==> src/rtl/core/cqsd_pkg.sv <==
// cqsd_pkg: shared types and constants for the circular queue with search and drop
// used by cqsd_cell and circular_queue_search_drop; no dependencies
package cqsd_pkg;

    localparam int DATA_W       = 32;
    localparam int CMD_W        = 2;
    localparam int STATUS_W     = 2;
    localparam int OCC_W        = 6;
    localparam int CAPACITY_DEF = 32;

    typedef enum logic [CMD_W-1:0] {
        CMD_ADD    = 2'd0,
        CMD_REMOVE = 2'd1,
        CMD_SEARCH = 2'd2
    } t_cmd;

    typedef enum logic [STATUS_W-1:0] {
        STAT_OK    = 2'd0,
        STAT_FULL  = 2'd1,
        STAT_EMPTY = 2'd2
    } t_status;

    // control broadcast to every cell of the chain
    typedef struct packed {
        logic              push;
        logic              pop;
        logic [DATA_W-1:0] push_data;
    } t_cell_ctrl;

endpackage

==> src/rtl/core/cqsd_cell.sv <==
// cqsd_cell: one storage slot of the queue chain, head at index zero
// takes its neighbor's word on a pop, loads the pushed word when it is the fill position
// depends on cqsd_pkg
module cqsd_cell
    import cqsd_pkg::*;
#(
    parameter int CELL_IDX = 0,
    parameter int CNT_W    = 6
) (
    input  logic              i_clk,
    input  t_cell_ctrl        i_ctrl,
    input  logic [CNT_W-1:0]  i_count,
    input  logic [DATA_W-1:0] i_nbr_data,
    output logic [DATA_W-1:0] o_data
);

    logic [DATA_W-1:0] r_data;
    logic              w_is_tail;

    assign w_is_tail = (i_count == CNT_W'(CELL_IDX));
    assign o_data    = r_data;

    always_ff @(posedge i_clk) begin
        if (i_ctrl.pop) begin
            r_data <= i_nbr_data;
        end else if (i_ctrl.push && w_is_tail) begin
            r_data <= i_ctrl.push_data;
        end
    end

endmodule

==> src/rtl/core/circular_queue_search_drop.sv <==
// circular_queue_search_drop: queue of signed words with add, remove and search-and-drop
// built as a chain of cqsd_cell slots with the oldest entry in cell zero
// depends on cqsd_pkg and cqsd_cell
//
// usage: drive i_command and i_value and raise start; the request is taken at a rising
// edge where start is high and busy is low. each request gives exactly one result on
// o_read_value, o_found, o_status and o_occupancy, valid for the single cycle o_strobe
// is high. the receiver cannot stall, so a result must be taken in that cycle.
// add, remove, unused codes and a search of an empty queue give their result in the cycle
// after the request and leave busy low, so one request per cycle is taken.
// a search of a non-empty queue pops one entry per cycle from the head of the chain,
// comparing it with the key; it finishes at the first match or when the queue runs out,
// and busy stays high until its result is shown.
// the pop rate of one entry per cycle is set by the chain shifting by one cell.
// reset: synchronous, active low; the queue comes out empty and busy is low; the
// slot contents are not cleared.
module circular_queue_search_drop
    import cqsd_pkg::*;
#(
    parameter int CAPACITY = CAPACITY_DEF
) (
    input  logic                       i_clk,
    input  logic                       i_rst_n,
    input  logic                       start,
    output logic                       busy,
    input  logic [CMD_W-1:0]           i_command,
    input  logic signed [DATA_W-1:0]   i_value,
    output logic                       o_strobe,
    output logic signed [DATA_W-1:0]   o_read_value,
    output logic                       o_found,
    output logic [STATUS_W-1:0]        o_status,
    output logic [OCC_W-1:0]           o_occupancy
);

    localparam int CNT_W = $clog2(CAPACITY + 1);

    typedef enum logic {
        S_IDLE,
        S_SEARCH
    } t_state;

    t_state               r_state;
    logic [CNT_W-1:0]     r_count;
    logic [DATA_W-1:0]    r_key;
    logic                 r_strobe;
    logic [DATA_W-1:0]    r_read_value;
    logic                 r_found;
    t_status              r_status;

    logic                 w_accept;
    logic                 w_full;
    logic                 w_empty;
    logic                 w_head_match;
    t_cmd                 w_cmd;
    t_cell_ctrl           w_ctrl;
    logic [CNT_W+OCC_W-1:0] w_occ_wide;
    logic [DATA_W-1:0]    cell_data [CAPACITY];

    assign w_accept     = start && (r_state == S_IDLE);
    assign w_full       = (r_count == CNT_W'(CAPACITY));
    assign w_empty      = (r_count == '0);
    assign w_cmd        = t_cmd'(i_command);
    assign w_head_match = (cell_data[0] == r_key);

    always_comb begin
        w_ctrl.push      = w_accept && (w_cmd == CMD_ADD) && !w_full;
        w_ctrl.pop       = (w_accept && (w_cmd == CMD_REMOVE) && !w_empty)
                           || (r_state == S_SEARCH);
        w_ctrl.push_data = i_value;
    end

    for (genvar gi = 0; gi < CAPACITY; gi++) begin : g_cell
        logic [DATA_W-1:0] w_nbr;
        if (gi == CAPACITY - 1) begin : g_last
            assign w_nbr = cell_data[gi];
        end else begin : g_mid
            assign w_nbr = cell_data[gi+1];
        end
        cqsd_cell #(
            .CELL_IDX (gi),
            .CNT_W    (CNT_W)
        ) u_cell (
            .i_clk      (i_clk),
            .i_ctrl     (w_ctrl),
            .i_count    (r_count),
            .i_nbr_data (w_nbr),
            .o_data     (cell_data[gi])
        );
    end

    always_ff @(posedge i_clk) begin
        if (!i_rst_n) begin
            r_state  <= S_IDLE;
            r_count  <= '0;
            r_strobe <= 1'b0;
        end else begin
            r_strobe <= 1'b0;
            case (r_state)
                S_IDLE: begin
                    if (w_accept) begin
                        r_read_value <= '0;
                        r_found      <= 1'b0;
                        r_status     <= STAT_OK;
                        case (w_cmd)
                            CMD_ADD: begin
                                r_strobe <= 1'b1;
                                if (w_full) begin
                                    r_status <= STAT_FULL;
                                end else begin
                                    r_count <= r_count + 1'b1;
                                end
                            end
                            CMD_REMOVE: begin
                                r_strobe <= 1'b1;
                                if (w_empty) begin
                                    r_status <= STAT_EMPTY;
                                end else begin
                                    r_read_value <= cell_data[0];
                                    r_count      <= r_count - 1'b1;
                                end
                            end
                            CMD_SEARCH: begin
                                r_key <= i_value;
                                if (w_empty) begin
                                    r_strobe <= 1'b1;
                                end else begin
                                    r_state <= S_SEARCH;
                                end
                            end
                            default: begin
                                r_strobe <= 1'b1;
                            end
                        endcase
                    end
                end
                S_SEARCH: begin
                    r_count <= r_count - 1'b1;
                    if (w_head_match || (r_count == CNT_W'(1))) begin
                        r_state      <= S_IDLE;
                        r_strobe     <= 1'b1;
                        r_found      <= w_head_match;
                        r_read_value <= w_head_match ? cell_data[0] : '0;
                        r_status     <= STAT_OK;
                    end
                end
                default: begin
                    r_state <= S_IDLE;
                end
            endcase
        end
    end

    assign w_occ_wide   = {{OCC_W{1'b0}}, r_count};
    assign busy         = (r_state == S_SEARCH);
    assign o_strobe     = r_strobe;
    assign o_read_value = r_read_value;
    assign o_found      = r_found;
    assign o_status     = r_status;
    assign o_occupancy  = w_occ_wide[OCC_W-1:0];

    // a search in progress always has an entry left to pop
    a_search_nonempty: assert property (@(posedge i_clk) disable iff (!i_rst_n)
        (r_state == S_SEARCH) |-> (r_count != '0))
        else $error("search running on an empty queue");

    a_count_bound: assert property (@(posedge i_clk) disable iff (!i_rst_n)
        r_count <= CNT_W'(CAPACITY))
        else $error("occupancy above capacity");

    a_add_grows: assert property (@(posedge i_clk) disable iff (!i_rst_n)
        (w_accept && (w_cmd == CMD_ADD) && !w_full) |=> (r_count == $past(r_count) + 1'b1))
        else $error("accepted add did not grow the queue");

    a_refused_clean: assert property (@(posedge i_clk) disable iff (!i_rst_n)
        (r_strobe && (r_status != STAT_OK)) |-> (!r_found && (r_read_value == '0)))
        else $error("refused request reported data");

    a_search_result: assert property (@(posedge i_clk) disable iff (!i_rst_n)
        ((r_state == S_SEARCH) && w_head_match) |=> (r_strobe && r_found && !busy))
        else $error("search match not reported");

endmodule

==> config.mk <==
export PLATFORM = sky130hd
export DESIGN_NAME = circular_queue_search_drop
export DESIGN_NICKNAME = d
export VERILOG_FILES = /design/src/rtl/core/cqsd_pkg.sv /design/src/rtl/core/cqsd_cell.sv /design/src/rtl/core/circular_queue_search_drop.sv
export SDC_FILE = /design/constraint.sdc
export NUM_CORES = 1
export LEC_CHECK = 0
export BUFFER_PORTS_ARGS = -buffer_cell sky130_fd_sc_hd__buf_4
export CAP_MARGIN = 20
export CORE_MARGIN = 5
export CORE_UTILIZATION = 60
export CTS_CLUSTER_DIAMETER = 100
export DETAILED_ROUTE_END_ITERATION = 10
export HOLD_SLACK_MARGIN = 0.05
export PLACE_DENSITY = 0.81
export SETUP_SLACK_MARGIN = 0.3
export SLEW_MARGIN = 20
export SYNTH_ARGS = -nofsm -noshare
export SYNTH_HDL_FRONTEND = slang
export SYNTH_SLANG_ARGS = --single-unit
export TNS_END_PERCENT = 30
==> constraint.sdc <==
create_clock -name i_clk -period 10.1 [get_ports i_clk]
set_input_delay 0.505 -clock i_clk [delete_from_list [all_inputs] [get_ports i_clk]]
set_output_delay 0.505 -clock i_clk [all_outputs]
set_load 0.02 [all_outputs]
==> impl_metrics.tcl <==
set metrics [dict create \
    path_clk_slew_ps 70 \
    postRouteAntennaNets 0 \
    die_w_um 280 \
    io-pin-count 80 \
    crit_type "reg2reg" \
    portBuffers 79 \
    period_needed_ps 3990 \
    yosysSeqAreaShare_pct 75.4 \
    cp.required_ps 10580 \
    synthFlopType "edfxtp_1" \
    synth_area_mm2 0.0437 \
    maxCapViolCount 0 \
    grt_setup_unrepaired "no" \
    grt_usage_pct 23.1 \
    power_density_mw_per_mm2 221 \
    finalCritPeriodShare_pct 39.5 \
    yosys_register_bits 1099 \
    drive_gt1_share_pct 13.0 \
    final-hold-violation-count 0 \
    hold_class "in2reg" \
    core.rowCount 99 \
    peakVddDrop_uv 180 \
    ctsHoldBuffers 31 \
    routedWlPerCell_um 24.9 \
    crit_fanout 262 \
    cts_buffers 98 \
    fin_hold_ws_ps 92.7 \
    cpMostUsedCell "buf_12" \
    drt-initial-drc-count 3062 \
    die-area_mm2 0.0783 \
    overflow 0 \
    crit_chain "inv_1 -> ha_1 -> nand3_4 -> a31o_4 -> buf_12 -> buf_12 -> a21o_1" \
    synth_largest_area_cell "edfxtp_1" \
    synth_edf_count 1091 \
    grt_max_degree 263 \
    ctsResizeCount 0 \
    start_util_pct 60.2 \
    slowest_stage "buf_12" \
    cts_setup_buffers 0 \
    synth_cell_type_count 51 \
    outcome "finished, final reports clean" \
    clock_skew_ps 24.8 \
    final_cell_area_mm2 0.0480 \
    core_mm2 0.0726 \
    synth.top_cells.by_area "edfxtp_1 (75%), a21o_1 (17%), buf_4 (1.6%)" \
    clk_path_buf_depth 3 \
    tightest_slew_ps 1220 \
    drc 0 \
    place_congestion 0.936 \
    antenna_found_initial 0 \
    vias 22900 \
    syn_area_per_cell_um2 16.8 \
    cp-start-kind "flip-flop" \
    crit_family "buffers and inverters" \
    cts.sinks 1099 \
    htreeDepth 3 \
    p_leak_nw 20.3 \
    synthCells 2598 \
    layout.filler_cells 4516 \
    cp_slowest_stage_delay_ps 770 \
    async_flop_share_pct 0 \
    cts_tree "yes" \
    worstSkewPairLatency_ps 650 \
    synth_fp_nets 2640 \
    place_area_mm2 0.0447 \
    grt_pass1_vias 22700 \
    syn_to_final_growth_pct 9.96 \
    setup_tns_ps 0 \
    final-max-slew-violation-count 0 \
    fmax_mhz 251 \
    viasPerCell 6.27 \
    fin_nets 2659 \
    grt_pass1_wl_um 140000 \
    root_buffer "clkbuf_16" \
    crit_path_end_kind "flip-flop" \
    post-dp-hpwl_um 47900 \
    diodes 0 \
    ys_warn_count 0 \
    synthDominantCellAreaShare_pct 75.0 \
    wl_um 90900 \
    setup_violations 0 \
    maxSlewHeadroom_pct 19.0 \
    postLayoutCoreUtil_pct 66.2 \
    crit_buf_inv 3 \
    fp.dieH_um 280 \
    drt_pass1_iterations 5 \
    arrival_ps 4470 \
]
## registers in the layout (all words and copies together) (netlist names)
name                  flops
o_found                   1
o_strobe                  1
g_cell.u_cell.o_data   1024
o_status                  2
o_occupancy               6
busy                      1
r_key                    32
o_read_value             32
## layout by cell type, fill, tap and decap left out, types with 5 or more instances in the layout
| cell | count |
|---|---|
| a21o_1 | 996 |
| and2_1 | 23 |
| and2_2 | 10 |
| buf_4 | 138 |
| clkbuf_1 | 21 |
| clkbuf_16 | 102 |
| clkinv_1 | 19 |
| clkinv_2 | 17 |
| dfxtp_1 | 8 |
| dlygate4sd3_1 | 31 |
| edfxtp_1 | 1091 |
| ha_1 | 5 |
| inv_1 | 5 |
| nand2_1 | 30 |
| nand3_1 | 8 |
| nand4_1 | 8 |
| nor2_1 | 7 |
| nor2b_1 | 9 |
| nor2b_2 | 30 |
| nor3_1 | 5 |
| o21ai_2 | 5 |
| o21ai_4 | 16 |
| xnor2_1 | 25 |
| xor2_1 | 13 |
## final cells by class
cell class / count / area, um2 / area share [%]
clock buffer: 127 / 2690 / 5.59
sequential: 1099 / 32900 / 68.6
clock inverter: 47 / 334 / 0.696
inverter: 5 / 18.8 / 0.0391
timing repair buffer: 173 / 1430 / 2.97
tap: 959 / 1200 / 2.50
multi-input combinational: 1240 / 9430 / 19.6
## cell usage after synthesis (3+ instances only)
cell type,number
edfxtp_1,1091
a21o_1,996
buf_2,116
buf_4,93
clkbuf_1,32
and2_1,31
nand2_1,30
nor2b_2,30
xnor2_1,25
o21ai_0,21
xor2_1,13
buf_6,11
nor2b_1,9
dfxtp_1,8
nand3_1,8
nand4_1,8
nor2_1,7
ha_1,5
inv_1,5
nor3_1,5
a21oi_1,4
mux2i_1,4
nand2b_1,4
nor4_1,4
and3_1,3
or4_1,3
## final timing paths
check	depth (start not counted)	slack (ps)	from	endpoint
max	7	6110	o_occupancy[0]	g_cell[11].u_cell.o_data[17]
max reg2reg	7	6110	o_occupancy[0]	g_cell[11].u_cell.o_data[17]
min	1	90	i_value[17]	r_key[17]
min reg2reg	1	510	g_cell[21].u_cell.o_data[1]	g_cell[20].u_cell.o_data[1]
## routing by layer
layer	GRT usage [%]	vias to the layer above	part of all wire (%)
met2	36.5	1229	48
li1	-	9891	-
met4	7.44	0	2.7
met1	33.5	11600	39
met5	0	-	0
met3	4.33	150	9.9
## power breakdown
group / switching [mW] / total, mW / leakage, nW / internal, mW
Combinational: 0.870 / 1.33 / 8.80 / 0.456
Clock: 1.61 / 3.58 / 1.48 / 1.97
Sequential: 0.124 / 5.71 / 10.0 / 5.59
## cells by family after synthesis
group | count (synthesis) | share of synthesized area [%]
buf+inv | 259 | 3.55
simple gates | 159 | 2.38
flops | 1099 | 75.4
mux | 4 | 0.0917
compound gates | 1034 | 17.7
xor+xnor | 38 | 0.762
fa+ha+maj | 5 | 0.143
## metrics by stage
step / instances / setup WS (ps) / power, mW
2_1_floorplan: 2598 / 5930 / 6.73
3_3_place_gp: 3444 / 6300 / 7.01
3_5_place_dp: 3445 / 6100 / 7.10
4_1_cts: 3650 / 6030 / 10.7
5_1_grt: 3650 / 5880 / 11.0
6_report: 3650 / 6110 / 10.6
(Power assumes the default switching activity.)
